[src/sv/qs_pkg.sv]
// Shared types, constants and the arctangent table of the quaternion slerp unit.
package qs_pkg;

   localparam int ATAN_ENTRIES = 24;
   localparam int SQRT_BITS    = 29;
   localparam int DIV_BITS     = 31;

   localparam logic signed [33:0] ONE_Q28      = 34'sd268435456;
   localparam logic signed [34:0] EPS_Q28      = 35'sd26844;
   localparam logic        [15:0] BLEND_ONE    = 16'h8000;
   localparam logic        [31:0] HALF_TURN    = 32'h8000_0000;
   localparam logic        [31:0] QUARTER_TURN = 32'h4000_0000;
   localparam logic        [30:0] WEIGHT_MAX   = 31'h7FFF_FFFF;

   localparam logic [31:0] ATAN_TAB [ATAN_ENTRIES] = '{
      32'h20000000, 32'h12E4051E, 32'h09FB385B, 32'h051111D4, 32'h028B0D43, 32'h0145D7E1,
      32'h00A2F61E, 32'h00517C55, 32'h0028BE53, 32'h00145F2F, 32'h000A2F98, 32'h000517CC,
      32'h00028BE6, 32'h000145F3, 32'h0000A2FA, 32'h0000517D, 32'h000028BE, 32'h0000145F,
      32'h00000A30, 32'h00000518, 32'h0000028C, 32'h00000146, 32'h000000A3, 32'h00000051
   };

   typedef logic [3:0][15:0] quad_type;

   typedef struct packed {
      logic signed [15:0] first_x;
      logic signed [15:0] first_y;
      logic signed [15:0] first_z;
      logic signed [15:0] first_w;
      logic signed [15:0] second_x;
      logic signed [15:0] second_y;
      logic signed [15:0] second_z;
      logic signed [15:0] second_w;
      logic        [15:0] blend;
   } req_payload_type;

   typedef struct packed {
      logic signed [15:0] out_x;
      logic signed [15:0] out_y;
      logic signed [15:0] out_z;
      logic signed [15:0] out_w;
      logic               near_equal;
   } rsp_payload_type;

   typedef struct packed {
      quad_type qa;
      quad_type qb;
      logic     near;
   } mid_side_type;

   typedef struct packed {
      mid_side_type mid;
      logic [15:0]  blend;
   } pre_side_type;

   typedef struct packed {
      pre_side_type       pre;
      logic signed [29:0] cos_val;
   } root_side_type;

endpackage

[src/sv/qs_vector.sv]
// Vectoring CORDIC pipeline: angle of (c, s) in binary angle units, clamped to [0, pi].
module qs_vector #(
   parameter int STEPS  = 16,
   parameter int SIDE_W = 8
) (
   input  logic                clock,
   input  logic                reset,
   input  logic                en,
   input  logic                in_valid,
   input  logic signed [29:0]  cos_in,
   input  logic [28:0]         sin_in,
   input  logic [SIDE_W-1:0]   side_in,
   output logic                out_valid,
   output logic [31:0]         angle_out,
   output logic [SIDE_W-1:0]   side_out
);
   import qs_pkg::*;

   localparam logic signed [33:0] HALF_Z = 34'sh0_8000_0000;

   logic               vld_ff  [STEPS];
   logic signed [31:0] x_ff    [STEPS];
   logic signed [31:0] y_ff    [STEPS];
   logic signed [33:0] z_ff    [STEPS];
   logic [SIDE_W-1:0]  side_ff [STEPS];

   logic signed [31:0] x_init;
   logic signed [31:0] y_init;
   logic signed [33:0] z_init;

   // left half plane: rotate by a quarter turn first
   always_comb begin
      if (!cos_in[29]) begin
         x_init = 32'(cos_in);
         y_init = $signed({3'b000, sin_in});
         z_init = '0;
      end else begin
         x_init = $signed({3'b000, sin_in});
         y_init = -32'(cos_in);
         z_init = $signed({2'b00, QUARTER_TURN});
      end
   end

   for (genvar g = 0; g < STEPS; g++) begin : g_stage
      logic               vld_prev;
      logic signed [31:0] x_prev;
      logic signed [31:0] y_prev;
      logic signed [33:0] z_prev;
      logic [SIDE_W-1:0]  side_prev;
      logic signed [33:0] atan_step;
      logic               y_pos;

      if (g == 0) begin : g_first
         assign vld_prev  = in_valid;
         assign x_prev    = x_init;
         assign y_prev    = y_init;
         assign z_prev    = z_init;
         assign side_prev = side_in;
      end else begin : g_next
         assign vld_prev  = vld_ff[g-1];
         assign x_prev    = x_ff[g-1];
         assign y_prev    = y_ff[g-1];
         assign z_prev    = z_ff[g-1];
         assign side_prev = side_ff[g-1];
      end

      assign atan_step = $signed({2'b00, ATAN_TAB[g]});
      assign y_pos     = y_prev > 32'sd0;

      always_ff @(posedge clock) begin
         if (reset) begin
            vld_ff[g] <= 1'b0;
         end else if (en) begin
            vld_ff[g] <= vld_prev;
         end
         if (en) begin
            x_ff[g]    <= y_pos ? (x_prev + (y_prev >>> g)) : (x_prev - (y_prev >>> g));
            y_ff[g]    <= y_pos ? (y_prev - (x_prev >>> g)) : (y_prev + (x_prev >>> g));
            z_ff[g]    <= y_pos ? (z_prev + atan_step) : (z_prev - atan_step);
            side_ff[g] <= side_prev;
         end
      end
   end

   always_comb begin
      if (z_ff[STEPS-1][33]) begin
         angle_out = '0;
      end else if (z_ff[STEPS-1] > HALF_Z) begin
         angle_out = HALF_TURN;
      end else begin
         angle_out = z_ff[STEPS-1][31:0];
      end
   end

   assign out_valid = vld_ff[STEPS-1];
   assign side_out  = side_ff[STEPS-1];

endmodule

[config.mk]
export PLATFORM = sky130hd
export DESIGN_NAME = qs_vector
export DESIGN_NICKNAME = d
export VERILOG_FILES = /design/src/sv/qs_pkg.sv /design/src/sv/qs_vector.sv
export SDC_FILE = /design/constraint.sdc
export NUM_CORES = 2
export LEC_CHECK = 0
export BUFFER_PORTS_ARGS = -buffer_cell sky130_fd_sc_hd__clkbuf_2
export CAP_MARGIN = 20
export CORE_ASPECT_RATIO = 1.4
export CORE_MARGIN = 2
export CORE_UTILIZATION = 50
export CTS_CLUSTER_DIAMETER = 30
export DETAILED_ROUTE_END_ITERATION = 8
export PLACE_DENSITY = 0.75
export SLEW_MARGIN = 10
export SYNTH_ARGS = -nofsm -noshare
export SYNTH_HDL_FRONTEND = slang
export SYNTH_SLANG_ARGS = --single-unit
[constraint.sdc]
create_clock -name clock -period 20.4 [get_ports clock]
set_clock_uncertainty 0.1 [all_clocks]
set_input_delay 1.02 -clock clock [delete_from_list [all_inputs] [get_ports clock]]
set_output_delay 1.02 -clock clock [all_outputs]
set_load 0.02 [all_outputs]
# == Yosys cells after proc, flatten, opt, wreduce, memory -nomap -nowiden ==
# Memories as Yosys holds them, arrays and structs flattened.
# Cells that the tools add are included.
# totals
reg_bits,0
latch_bits,0
mem_bits_rw,1712
mem_bits_ro,0
inputBits,71
elab_cells,209
n_memories,5
# memory_table
memory,words,width,read_ports,rd_ports_with_merged_regs,write_ports,line,text
z_ff,16,34,16,0,16,qs_vector.sv:24,logic signed [33:0] z_ff [STEPS];
x_ff,16,32,15,0,16,qs_vector.sv:22,logic signed [31:0] x_ff [STEPS];
y_ff,16,32,15,0,16,qs_vector.sv:23,logic signed [31:0] y_ff [STEPS];
side_ff,16,8,16,0,16,qs_vector.sv:25,logic [SIDE_W-1:0] side_ff [STEPS];
vld_ff,16,1,16,0,16,qs_vector.sv:21,logic vld_ff [STEPS];
# op_classes
add_sub_neg,96
mul,0
div_mod_pow,0
order_cmp,17
eq_ne,0
shifts,0
muxes,75
bitwise_logic,16
reduce_logical,0
# ops
cell,count
$mux W32,35
$mux W34,16
$gt A32 B1 Y1 const B,16
$add A32 B30 Y32,3
$sub A32 B30 Y32,3
$add A32 B17 Y32,2
$add A32 B18 Y32,2
$add A32 B19 Y32,2
$add A32 B20 Y32,2
$add A32 B21 Y32,2
$add A32 B22 Y32,2
$add A32 B23 Y32,2
$add A32 B24 Y32,2
$add A32 B25 Y32,2
$add A32 B26 Y32,2
$add A32 B27 Y32,2
$add A32 B28 Y32,2
$add A32 B29 Y32,2
$add A32 B31 Y32,2
$sub A32 B17 Y32,2
$sub A32 B18 Y32,2
$sub A32 B19 Y32,2
$sub A32 B20 Y32,2
$sub A32 B21 Y32,2
other kinds (48),93

# == Longest topological paths before layout ==
# logic_depth
ltp_word,4
depth_mapped,28

# == Worst setup path before layout ==
# Ideal clock, no wire load.
# synth_timing
kind,register to register
start,"memory y_ff[3][11], in the netlist y_ff[0][107]"
end,"memory x_ff[4][31], in the netlist x_ff[0][159] (data pin)"
setup_ps,259
arrival_time_ps,6221
required_ps,20041
setup_slack_ps,13820
path_stages_with_launch,24
path_buffers,1
path_cell_list,edfxtp_1 > or4_1 > or3_1 > nor2_1 > nand2_1 > or4_1 > nor2_1 > a21oi_1 > inv_1 > clkbuf_1 > nor2_1 > xnor2_1 > ha_1 > o21ai_0 > a21boi_0 > o211ai_1 > a2111oi_0 > o31ai_1 > a21oi_1 > or4_1 > and3_1 > a2111oi_0 > a21oi_1 > xnor2_1
# synth_lines
element,line
"start, declared",qs_vector.sv:23
"end, declared",qs_vector.sv:22

==> results by group <==
Cells and area
  – Final net count: 14,600
  – Storage cell area: approximately 46,000 µm²
  – Layout area overhead: 12.0%
  – Layout cells sized above 1: 6.75%
  – Fill cells: 21,600
  – Multi-input gate area: 75,300 µm²
  – Commonest non-fill, non-tap cell in the layout: edfxtp_1
  – Most frequent cells in the layout: edfxtp_1, ha_1, xnor2_1, a21oi_1, nor2_1

Floorplan
  – DIE AREA: 252,000 µm²
  – Die H: 593 µm
  – Core Area: 247,000 µm²
  – Starting density of the core: 50.2%
  – Die width: 425 µm
  – Row count: 216
  – Num ports: approximately 110

CTS
  – Worst skew pair latency: 0.87 ns
  – CTS tree: done
  – Clock Tree Root: clkbuf_16
  – Clock tree buffer depth: 4
  – Post-CTS setup buffers: 0
  – TritonCTS buffer count: 301
  – CTS Sinks: 1,527
  – Worst-path clk slew: 0.06 ns
  – Post-cts repair resize count: 0
  – Hold Buf Count CTS: 0
  – H-Tree Level Count: 5

Timing
  – Post-Route Setup TNS: 0 ns
  – Final period utilization: between 40% and 50%
  – Highest clock rate: 120 MHz
  – Period minus WS final: 8.35 ns
  – Actual transition at the worst max-transition pin: 1.21 ns
  – RSZ-0062 raised after global routing: false
  – Slew Viols, Final: 0
  – Final setup violation count: 0
  – Final Hold Fails: 0
  – Slew headroom: between 10% and 20%

Synth
  – Synth cell types: 86
  – Cell Area, Synth: 124,000 µm²
  – Seq cells post-synth: around 1,500
  – Post-synth top flop: edfxtp_1
  – Mapped Cells: 12,800
  – Complex-gate fraction of the synthesized area: 18.9%
  – Synthesized Nets: 14,300
  – Post-synthesis mux area share: less than 1%
  – Synth Warn #: 0
  – Synth Area in Simple Gates: 13.6%
  – Main combinational cell family by area after synthesis: compound AO/OA/AOI/OAI gates
  – Post-Synth XOR/XNOR Area: approximately 13%
  – Seq/Total Area, Yosys: between 30 and 40%
  – Post-Syn Area per Cell: 9.71 µm²
  – Post-Synth Adder-Cell Area: 14.6%
  – Post-synth EDFFs: about 1,500
  – Ys async rst share: 0%

Routing
  – Vias per inst: 5.87
  – Final wirelength: 334,000 µm
  – Routed wire per std cell: 20.1 µm
  – DRC violations left: 0
  – Routed vias: between 90,000 and 100k
  – Drt pass-1 iters: 8
  – Routed Antenna Nets: 0
  – Drt initial violations: 4,291

Critical path
  – WP data arrival: between 8 and 9 ns
  – Crit path kind: flop to flop
  – CP max stage delay: ~0.73 ns
  – Worst-path maximum fanout: 42
  – Worst Reg-to-Reg Cells: 25
  – Slowest cell on the critical path: a2111oi_0
  – Crit end category: flop
  – WP data required: around 21 ns
  – Startpoint Class: flop

Place
  – Post-detail-place hpwl: 267,000 µm
  – Buffers on Ports: 110
  – Routability congestion estimate: between 1 and 1.5

Global routing
  – Antenna violations before repair: 6
  – GRT Total Usage: 25.8%
  – Total gr overflow: 0
  – Largest net degree at the start of global routing: 149
  – First-pass GRT wire length: a little over 500,000 µm
  – Vias in the first global route: 98,700

Status
  – Status: completed

Worst hold path
  – Hold path cells: 1
  – Hold WC Path Type: input pin to flop

Run
  – Max-Cap Viols: 0
sequential cells by signal (all words and copies together), names as in the netlist:
name     flops
side_ff    128
y_ff       479
z_ff       470
x_ff       434
vld_ff      16
final timing paths:
check                           startpoint                  endpoint  slack (ns)
setup / recovery    y_ff[0][107]$_DFFE_PP_    x_ff[0][159]$_DFFE_PP_       12.05
hold / removal                  side_in[4]   side_ff[0][4]$_DFFE_PP_        0.25
setup reg to reg    y_ff[0][107]$_DFFE_PP_    x_ff[0][159]$_DFFE_PP_       12.05
hold reg to reg   side_ff[1][11]$_DFFE_PP_  side_ff[1][19]$_DFFE_PP_        0.30
final cells by class:
class                           instances  share of cell area (%)
Clock inverter                        218                    1.72
Inverter                              613                    1.66
Tap cell                             3270                    2.94
Antenna cell                            6                  0.0108
Sequential cell                      1527                    33.0
Timing Repair Buffer                  199                   0.917
Multi-Input combinational cell      10400                    54.2
Clock buffer                          330                    5.58
critical path: cells and delay by family (launching register included):
| kind | cells | cell delay [ns] |
|---|---|---|
| AOI/OAI and AO/OA | 9 | 2.80 |
| xor gates and xnor gates | 2 | 0.30 |
| adders and majority gates | 1 | 0.31 |
| buffers and inverters | 4 | 1.00 |
| DFF | 1 | 0.46 |
| and+or+nand+nor | 9 | 3.01 |
cell usage after synthesis (all sizes together) (120+ instances only):
master  instances  share of area [%]
a21o          564                3.4
a21oi        1135                4.6
and3          120               0.61
clkbuf        151               0.46
edfxtp       1527                 37
ha           1377                 14
inv           610                1.8
nand2         771                2.3
nand2b        222                1.1
nand3         217               0.88
nor2          941                2.8
nor2b         213                1.1
nor3          295                1.2
o21a          177                1.1
o21ai         798                3.2
o21bai        135               0.82
o31ai         181                1.1
or3           153               0.78
xnor2        1255                8.9
xor2          534                3.8
stage by stage:
step                cell area [µm²]  cells  utilization, %  worst slack (ns)  hold WS (ns)
floorplan                    124000  12800               -             13.82         0.300
global placement             129000  16000            52.1             12.22         0.300
detailed placement           129000  16000            52.1             12.26         0.305
CTS                          139000  16600            56.2             12.16         0.193
global route                 139000  16600            56.3             11.42         0.211
finish                       139000  16600            56.3             12.05         0.254
kinds of logic (layout without fill, tap and decap cells):
family                   count (synthesis)  after routing
AND/OR/NAND/NOR                       3436           3436
AO/OA/AOI/OAI                         3697           3697
XOR/XNOR                              1789           1789
flip-flops                            1527           1527
buffers and inverters                  805           1360
other                                    1              7
adder cells (fa/ha/maj)               1420           1420
multiplexers                           100            100
per-layer routing:
layer	wire length [µm]	GRT usage (%)
met5	0	0
met4	41300	27.7
met3	10900	3.79
met2	185000	52.3
met1	96600	18.8
Power is left out: the tool's default activity adds up to more than one toggle a clock period on the data nets, which glitch-free logic cannot reach.
