<file path="src/sv/qs_pkg.sv">
// Shared types, constants and the arctangent table of the quaternion slerp unit.
package qs_pkg;

   localparam int ATAN_ENTRIES = 24;
   localparam int SQRT_BITS    = 29;
   localparam int DIV_BITS     = 31;

   localparam logic signed [33:0] ONE_Q28      = 34'sd268435456;
   localparam logic signed [34:0] EPS_Q28      = 35'sd26844;
   localparam logic        [15:0] BLEND_ONE    = 16'h8000;
   localparam logic        [31:0] HALF_TURN    = 32'h8000_0000;
   localparam logic        [31:0] QUARTER_TURN = 32'h4000_0000;
   localparam logic        [30:0] WEIGHT_MAX   = 31'h7FFF_FFFF;

   localparam logic [31:0] ATAN_TAB [ATAN_ENTRIES] = '{
      32'h20000000, 32'h12E4051E, 32'h09FB385B, 32'h051111D4, 32'h028B0D43, 32'h0145D7E1,
      32'h00A2F61E, 32'h00517C55, 32'h0028BE53, 32'h00145F2F, 32'h000A2F98, 32'h000517CC,
      32'h00028BE6, 32'h000145F3, 32'h0000A2FA, 32'h0000517D, 32'h000028BE, 32'h0000145F,
      32'h00000A30, 32'h00000518, 32'h0000028C, 32'h00000146, 32'h000000A3, 32'h00000051
   };

   typedef logic [3:0][15:0] quad_type;

   typedef struct packed {
      logic signed [15:0] first_x;
      logic signed [15:0] first_y;
      logic signed [15:0] first_z;
      logic signed [15:0] first_w;
      logic signed [15:0] second_x;
      logic signed [15:0] second_y;
      logic signed [15:0] second_z;
      logic signed [15:0] second_w;
      logic        [15:0] blend;
   } req_payload_type;

   typedef struct packed {
      logic signed [15:0] out_x;
      logic signed [15:0] out_y;
      logic signed [15:0] out_z;
      logic signed [15:0] out_w;
      logic               near_equal;
   } rsp_payload_type;

   typedef struct packed {
      quad_type qa;
      quad_type qb;
      logic     near;
   } mid_side_type;

   typedef struct packed {
      mid_side_type mid;
      logic [15:0]  blend;
   } pre_side_type;

   typedef struct packed {
      pre_side_type       pre;
      logic signed [29:0] cos_val;
   } root_side_type;

endpackage

</file>
<file path="src/sv/qs_isqrt.sv">
// Pipelined floor square root, one result bit per stage.
module qs_isqrt #(
   parameter int SIDE_W = 8
) (
   input  logic                          clock,
   input  logic                          reset,
   input  logic                          en,
   input  logic                          in_valid,
   input  logic [56:0]                   rad_in,
   input  logic [SIDE_W-1:0]             side_in,
   output logic                          out_valid,
   output logic [qs_pkg::SQRT_BITS-1:0]  root_out,
   output logic [SIDE_W-1:0]             side_out
);
   import qs_pkg::*;

   logic                 vld_ff  [SQRT_BITS];
   logic [56:0]          rem_ff  [SQRT_BITS];
   logic [SQRT_BITS-1:0] root_ff [SQRT_BITS];
   logic [SIDE_W-1:0]    side_ff [SQRT_BITS];

   for (genvar j = 0; j < SQRT_BITS; j++) begin : g_stage
      logic                 vld_prev;
      logic [56:0]          rem_prev;
      logic [SQRT_BITS-1:0] root_prev;
      logic [SIDE_W-1:0]    side_prev;
      logic [57:0]          trial;
      logic                 take;

      if (j == 0) begin : g_first
         assign vld_prev  = in_valid;
         assign rem_prev  = rad_in;
         assign root_prev = '0;
         assign side_prev = side_in;
      end else begin : g_next
         assign vld_prev  = vld_ff[j-1];
         assign rem_prev  = rem_ff[j-1];
         assign root_prev = root_ff[j-1];
         assign side_prev = side_ff[j-1];
      end

      // root holds only bits above this one, so 2*root*2^i + 4^i is a plain OR
      assign trial = ({{(58-SQRT_BITS){1'b0}}, root_prev} << (SQRT_BITS - j))
                   | (58'd1 << (2 * (SQRT_BITS - 1 - j)));
      assign take  = {1'b0, rem_prev} >= trial;

      always_ff @(posedge clock) begin
         if (reset) begin
            vld_ff[j] <= 1'b0;
         end else if (en) begin
            vld_ff[j] <= vld_prev;
         end
         if (en) begin
            rem_ff[j]  <= take ? (rem_prev - trial[56:0]) : rem_prev;
            root_ff[j] <= take ? (root_prev | (SQRT_BITS'(1) << (SQRT_BITS - 1 - j)))
                               : root_prev;
            side_ff[j] <= side_prev;
         end
      end
   end

   assign out_valid = vld_ff[SQRT_BITS-1];
   assign root_out  = root_ff[SQRT_BITS-1];
   assign side_out  = side_ff[SQRT_BITS-1];

endmodule

</file>
<file path="config.mk">
export PLATFORM = sky130hd
export DESIGN_NAME = qs_isqrt
export DESIGN_NICKNAME = d
export VERILOG_FILES = /design/src/sv/qs_pkg.sv /design/src/sv/qs_isqrt.sv
export SDC_FILE = /design/constraint.sdc
export NUM_CORES = 2
export LEC_CHECK = 0
export CAP_MARGIN = 25
export CORE_MARGIN = 2
export CORE_UTILIZATION = 64
export CTS_CLUSTER_DIAMETER = 50
export DETAILED_ROUTE_END_ITERATION = 12
export DONT_BUFFER_PORTS = 1
export PLACE_DENSITY_LB_ADDON = 0.3
export SLEW_MARGIN = 20
export SYNTH_ARGS = -nofsm -noshare
export SYNTH_HDL_FRONTEND = slang
export SYNTH_SLANG_ARGS = --single-unit
</file>
<file path="constraint.sdc">
create_clock -name clock -period 4.3 [get_ports clock]
set_input_delay 0.86 -clock clock [delete_from_list [all_inputs] [get_ports clock]]
set_output_delay 0.86 -clock clock [all_outputs]
set_load 0.005 [all_outputs]
</file>
# Word-level counts from Yosys, hierarchy flattened
# Memories as Yosys holds them, arrays and structs flattened.
# Index checks and enable logic that the tools add are counted.
word_totals:
  ram_bits: 2755
  ff_bits: 0
  mem_count: 4
  inputBits: 69
  elab_cells: 184
  output_inout_bits: 38
memory_table:
  columns: ["memory", "depth", "word_bits", "rd", "rd_clocked_by_memory_dff", "wr", "line_no", "rtl"]
  rows:
  - ["rem_ff", 29, 57, 28, 0, 29, "qs_isqrt.sv:18", "logic [56:0] rem_ff [SQRT_BITS];"]
  - ["root_ff", 29, 29, 29, 0, 29, "qs_isqrt.sv:19", "logic [SQRT_BITS-1:0] root_ff [SQRT_BITS];"]
  - ["side_ff", 29, 8, 29, 0, 29, "qs_isqrt.sv:20", "logic [SIDE_W-1:0] side_ff [SQRT_BITS];"]
  - ["vld_ff", 29, 1, 29, 0, 29, "qs_isqrt.sv:17", "logic vld_ff [SQRT_BITS];"]
classes:
  add_sub_neg: 29
  n_bitwise: 29
  mux: 93
  magnitude_cmp: 29
ops:
  columns: ["cell", "count"]
  rows:
  - ["$mux 57", 29]
  - ["$ge 57x30->1", 1]
  - ["$ge 57x31->1", 1]
  - ["$ge 57x32->1", 1]
  - ["$ge 57x33->1", 1]
  - ["$ge 57x34->1", 1]
  - ["$ge 57x35->1", 1]
  - ["$ge 57x36->1", 1]
  - ["$ge 57x37->1", 1]
  - ["$ge 57x38->1", 1]
  - ["$ge 57x39->1", 1]
  - ["$ge 57x40->1", 1]
  - ["$ge 57x41->1", 1]
  - ["$ge 57x42->1", 1]
  - ["$ge 57x43->1", 1]
  - ["$ge 57x44->1", 1]
  - ["$ge 57x45->1", 1]
  - ["$ge 57x46->1", 1]
  - ["$ge 57x47->1", 1]
  - ["$ge 57x48->1", 1]
  - ["$ge 57x49->1", 1]
  - ["$ge 57x50->1", 1]
  - ["$ge 57x51->1", 1]
  - ["$ge 57x52->1", 1]
  - ["other kinds (65)", 128]

# Longest topological paths before layout
depth:
  ltp_word: 4
  ltp_mapped: 14
  ltp_nobuf: 12

# Worst setup path before layout
# No wires, ideal clock.
synth_timing:
  kind: "reg2reg"
  start: "memory rem_ff[15][27]"
  end: "memory rem_ff[16][53], data pin"
  period_less_slack_ns: 3.247
  path_stages_with_launch: 12
  path_buffers: 1
  arrival_time_ns: 2.990
  t_required_ns: 4.042
  setup_ns: 0.258
  path_slack_ns: 1.053
  cell_sequence: "edfxtp_1 ha_1 or4b_2 nor4_1 nand4_1 nor2_1 a211oi_1 o21a_1 clkbuf_1 a2111oi_0 nand3_1 xnor2_1"
synth_rtl:
  columns: ["item", "line_no"]
  rows:
  - ["start, declared", "qs_isqrt.sv:18"]

==> summary.log <==
[critical_path] arrival time at the worst endpoint 4.65 ns
[finish] relative area change from synthesis to final layout 10.9%
[finish] Net count, final 8661
[finish] area of the multi-input gates 0.0336 sq mm
[synthesis] flip-flop and latch count after synthesis 2292
[status] status finished clean
[timing] Final setup violation count 0
[critical_path] critical path class flop to flop
[place] count of placed standard cells including taps 10100
[critical_path] Critical Path Start rem_ff[20][30]
[route] detailed-route wire length per cell 22.4 microns
[route] DRC violations left 0
[floorplan] area of the core 0.163 sq mm
[floorplan] Initial Util 0.645
[route] violation count after the first detailed-routing iteration 6884
[place] Buffers on Ports 0
[route] vias post-DR 64800
[finish] Storage cell area 0.0688 sq mm
[timing] worst slew slack as a fraction of its limit 0.220
[floorplan] die height 409 microns
[synthesis] post-synthesis area per instance 13.2 sq um
[global_route] antenna violations before repair 8
[min_path] Hold WC Path Type input port to flop
[synthesis] post-synth design cell area 0.105 sq mm
[critical_path] Worst R2R Start rem_ff[20][30]
[pwr] total leakage power 43.4 nW
[global_route] wire length of the first global-routing pass 360 mm
[synthesis] Yosys top cell by area sky130_fd_sc_hd__edfxtp_1
[synthesis] fraction of the yosys area taken by sequential cells 0.655
[critical_path] Worst setup SP type flop
[pwr] Psw 18.1 mW
[cts] maximum buffer depth of the clock tree 3
[timing] Achievable Freq 0.245 GHz
[finish] fraction of layout instances using a drive strength above 1 0.0734
[synthesis] cell count after synthesis 7933
[synthesis] number of enable flip-flop cells after synthesis 2292
[synthesis] cell types with the largest area share after synthesis sky130_fd_sc_hd__edfxtp_1 (66%), sky130_fd_sc_hd__ha_1 (5.5%), sky130_fd_sc_hd__xnor2_1 (3.1%)
[synthesis] Post-Syn Nets 8462
[finish] Post-Route Utilization 0.715
[synthesis] count of cell types in the netlist 98
[pwr] power share of the sequential group 0.480
[pwr] internal power 45.4 mW
[route] vias per std cell 6.17
[cts] maximum level of the CTS H-tree 4
[cts] clock latency reported for the late side of the worst-skew pair 0.90 ns
[cts] Clock Sinks 2292
[pwr] Sw Ratio 0.284
[pwr] part of the power in the clock network 0.329
[floorplan] I/O Pins 107
[pwr] Power Dens Cells 545 mW/mm^2
[timing] share of the clock period used by the worst path after layout 0.948
[timing] slew at the pin with the worst max-slew slack 1.17 ns
[finish] antenna diode instance count 0
[finish] number of filler instances in the final layout 10700
[global_route] via count of the first global-routing pass 63100
[cts] clock tree from TritonCTS yes
[floorplan] die area 0.167 sq mm
[cts] clock slew at reported path FFs 0.07 ns
[synthesis] Yosys Warn Count 0
[cts] cts bufs inserted 232
[timing] final count of pins violating max slew 0
[route] Routed Antenna Nets 0
[critical_path] worst endpoint required time 4.87 ns
[global_route] total global routing overflow 0
[global_route] total global-route track usage 0.278
[timing] number of hold-slack violations in the final timing report 0
[finish] post-route insts no fill 10500
[global_route] pin count of the biggest net entering global routing 251
[critical_path] critical path peak fanout 9
[place] final weighted congestion in routability-driven placement 0.943
[synthesis] Main synth FF type sky130_fd_sc_hd__edfxtp_1
[timing] clock skew 0.0786 ns
[floorplan] Rows 148
[timing] Period minus WS final 4.08 ns
[pwr] part of the power in combinational logic 0.191
[route] Initial DRT Pass Iterations 6
[route] final WL 235 mm
[timing] unrepaired setup endpoints after global routing false
[floorplan] Chip Width 409 microns
[pwr] highest ir drop seen on vdd 423 uV
[min_path] critical hold path startpoint rad_in[5]
[place] HPWL Detailed 168 mm
[synthesis] share of flip-flops with an asynchronous set or reset after synthesis 0
[cts] library cell used as clock root buffer sky130_fd_sc_hd__clkbuf_16
[flow_run] number of maximum-capacitance violations 0
[synthesis] share of the synthesized area in the top cell type 0.655
[timing] worst hold slack after final layout 0.0612 ns
[timing] Fin Setup TNS 0 ns
[critical_path] sort of element at the end of the critical path flop
## cells by family after synthesis
group                      synth area share
muxes                               0.00788
other                             0.0000357
and+or+nand+nor                       0.114
buffers and inverters                0.0255
xor gates and xnor gates             0.0574
AOI/OAI and AO/OA                    0.0852
adders and majority gates            0.0548
DFF                                   0.655
## worst max-delay path, cell delays in order, from the launching register on
cell and delay, ns:
sky130_fd_sc_hd__edfxtp_1 0.39, sky130_fd_sc_hd__ha_1 0.42, sky130_fd_sc_hd__nand4_1 0.17, sky130_fd_sc_hd__or4_1 0.60
sky130_fd_sc_hd__nor4_1 0.34, sky130_fd_sc_hd__buf_4 0.16, sky130_fd_sc_hd__nand4_1 0.25, sky130_fd_sc_hd__buf_4 0.27
sky130_fd_sc_hd__o21ai_0 0.20, sky130_fd_sc_hd__nand2b_1 0.18, sky130_fd_sc_hd__buf_4 0.18, sky130_fd_sc_hd__and3b_1 0.30
sky130_fd_sc_hd__nand3_1 0.16, sky130_fd_sc_hd__xnor2_1 0.15
## placed cells by master (no fill, tap or decap), types with 18 or more instances in the layout
master / n
sky130_fd_sc_hd__nor2_1: 531
sky130_fd_sc_hd__or3_1: 68
sky130_fd_sc_hd__clkbuf_16: 234
sky130_fd_sc_hd__clkinv_2: 32
sky130_fd_sc_hd__clkinv_1: 40
sky130_fd_sc_hd__a21oi_1: 492
sky130_fd_sc_hd__inv_1: 558
sky130_fd_sc_hd__a31oi_1: 43
sky130_fd_sc_hd__a21o_1: 168
sky130_fd_sc_hd__nor4_1: 259
sky130_fd_sc_hd__or2_2: 30
sky130_fd_sc_hd__o21a_1: 78
sky130_fd_sc_hd__mux2_2: 62
sky130_fd_sc_hd__o211ai_1: 33
sky130_fd_sc_hd__nor2b_1: 66
sky130_fd_sc_hd__nor3_1: 185
sky130_fd_sc_hd__ha_1: 460
sky130_fd_sc_hd__edfxtp_1: 2292
sky130_fd_sc_hd__nand3_1: 125
sky130_fd_sc_hd__xor2_1: 313
sky130_fd_sc_hd__nor4b_1: 39
sky130_fd_sc_hd__and3_1: 44
sky130_fd_sc_hd__o21ai_0: 322
sky130_fd_sc_hd__and2_1: 56
sky130_fd_sc_hd__o31ai_1: 35
sky130_fd_sc_hd__xnor2_1: 375
sky130_fd_sc_hd__or4_1: 48
sky130_fd_sc_hd__o21bai_1: 36
sky130_fd_sc_hd__nand2b_1: 104
sky130_fd_sc_hd__a21boi_0: 18
sky130_fd_sc_hd__nand3b_1: 19
sky130_fd_sc_hd__bufinv_16: 34
sky130_fd_sc_hd__a211oi_1: 37
sky130_fd_sc_hd__nand4b_1: 25
sky130_fd_sc_hd__clkbuf_1: 36
sky130_fd_sc_hd__buf_4: 86
sky130_fd_sc_hd__and4_1: 19
sky130_fd_sc_hd__nand4_1: 126
sky130_fd_sc_hd__nand2_1: 451
## per-layer routing
layer	vias to the layer above	GRT usage	wire length [microns]
li1	30200	-	-
met1	32000	0.376	98100
met2	2161	0.471	117000
met3	403	0.0403	13700
met4	4	0.0774	5980
met5	-	0	27
## cells in the mapped netlist (all sizes together) (78+ instances only)
master and n:
ha 460, nand3 127, xnor2 375, o21ai 325, clkbuf 117, nand2b 104, o21a 78, nor2 531
a21oi 492, xor2 313, nand2 453, edfxtp 2292, nor4 264, nor3 187, a21o 168, inv 559
nand4 127
## power groups by stage
stage	sequential, mW	clock [mW]	combinational (mW)
after floorplan	29.8	0	8.91
after global placement	30.8	0	11.6
after detailed placement	30.9	0	11.9
after CTS	30.5	21.2	12.0
after global routing	30.7	22.0	13.4
final	30.5	20.9	12.1
## stage by stage
step,total power [mW],cell area [sq um],setup slack [ns]
final,63.5,116000,0.223
after global routing,66.1,116000,0.0230
after CTS,63.7,116000,0.262
after detailed placement,42.7,108000,0.0231
after global placement,42.4,108000,0.0280
after floorplan,38.7,105000,1.05
## worst paths after layout
kind | endpoint | slack [ns] | depth (start not counted)
worst max register to register | rem_ff[21][42] | 0.22 | 13
worst min register to register | side_ff[16][4] | 0.41 | 0
worst min-delay path | rem_ff[0][5] | 0.06 | 0
worst max-delay path | rem_ff[21][42] | 0.22 | 13
## flip-flops by register name, indices dropped and copies added, names as in the netlist
name and cells:
vld_ff 29, side_ff 232, rem_ff 1596, root_ff 435
## timing repair
item                                    in CTS  in global routing
setup buffers                                0                  0
endpoints found under the hold margin        2                  0
hold buffers                                 2                  0
gates resized for setup                      0                  1
endpoints found under the setup margin       0                  1
## cell type report
class / instances / area share
repair buffers: 110 / 0.0103
inverters: 559 / 0.0180
clock inverters: 159 / 0.0175
flip-flops and latches: 2292 / 0.591
well taps: 2175 / 0.0234
multi-input cells: 4937 / 0.289
clock buffers: 270 / 0.0514
No activity file was read; power rests on OpenSTA's default activity.
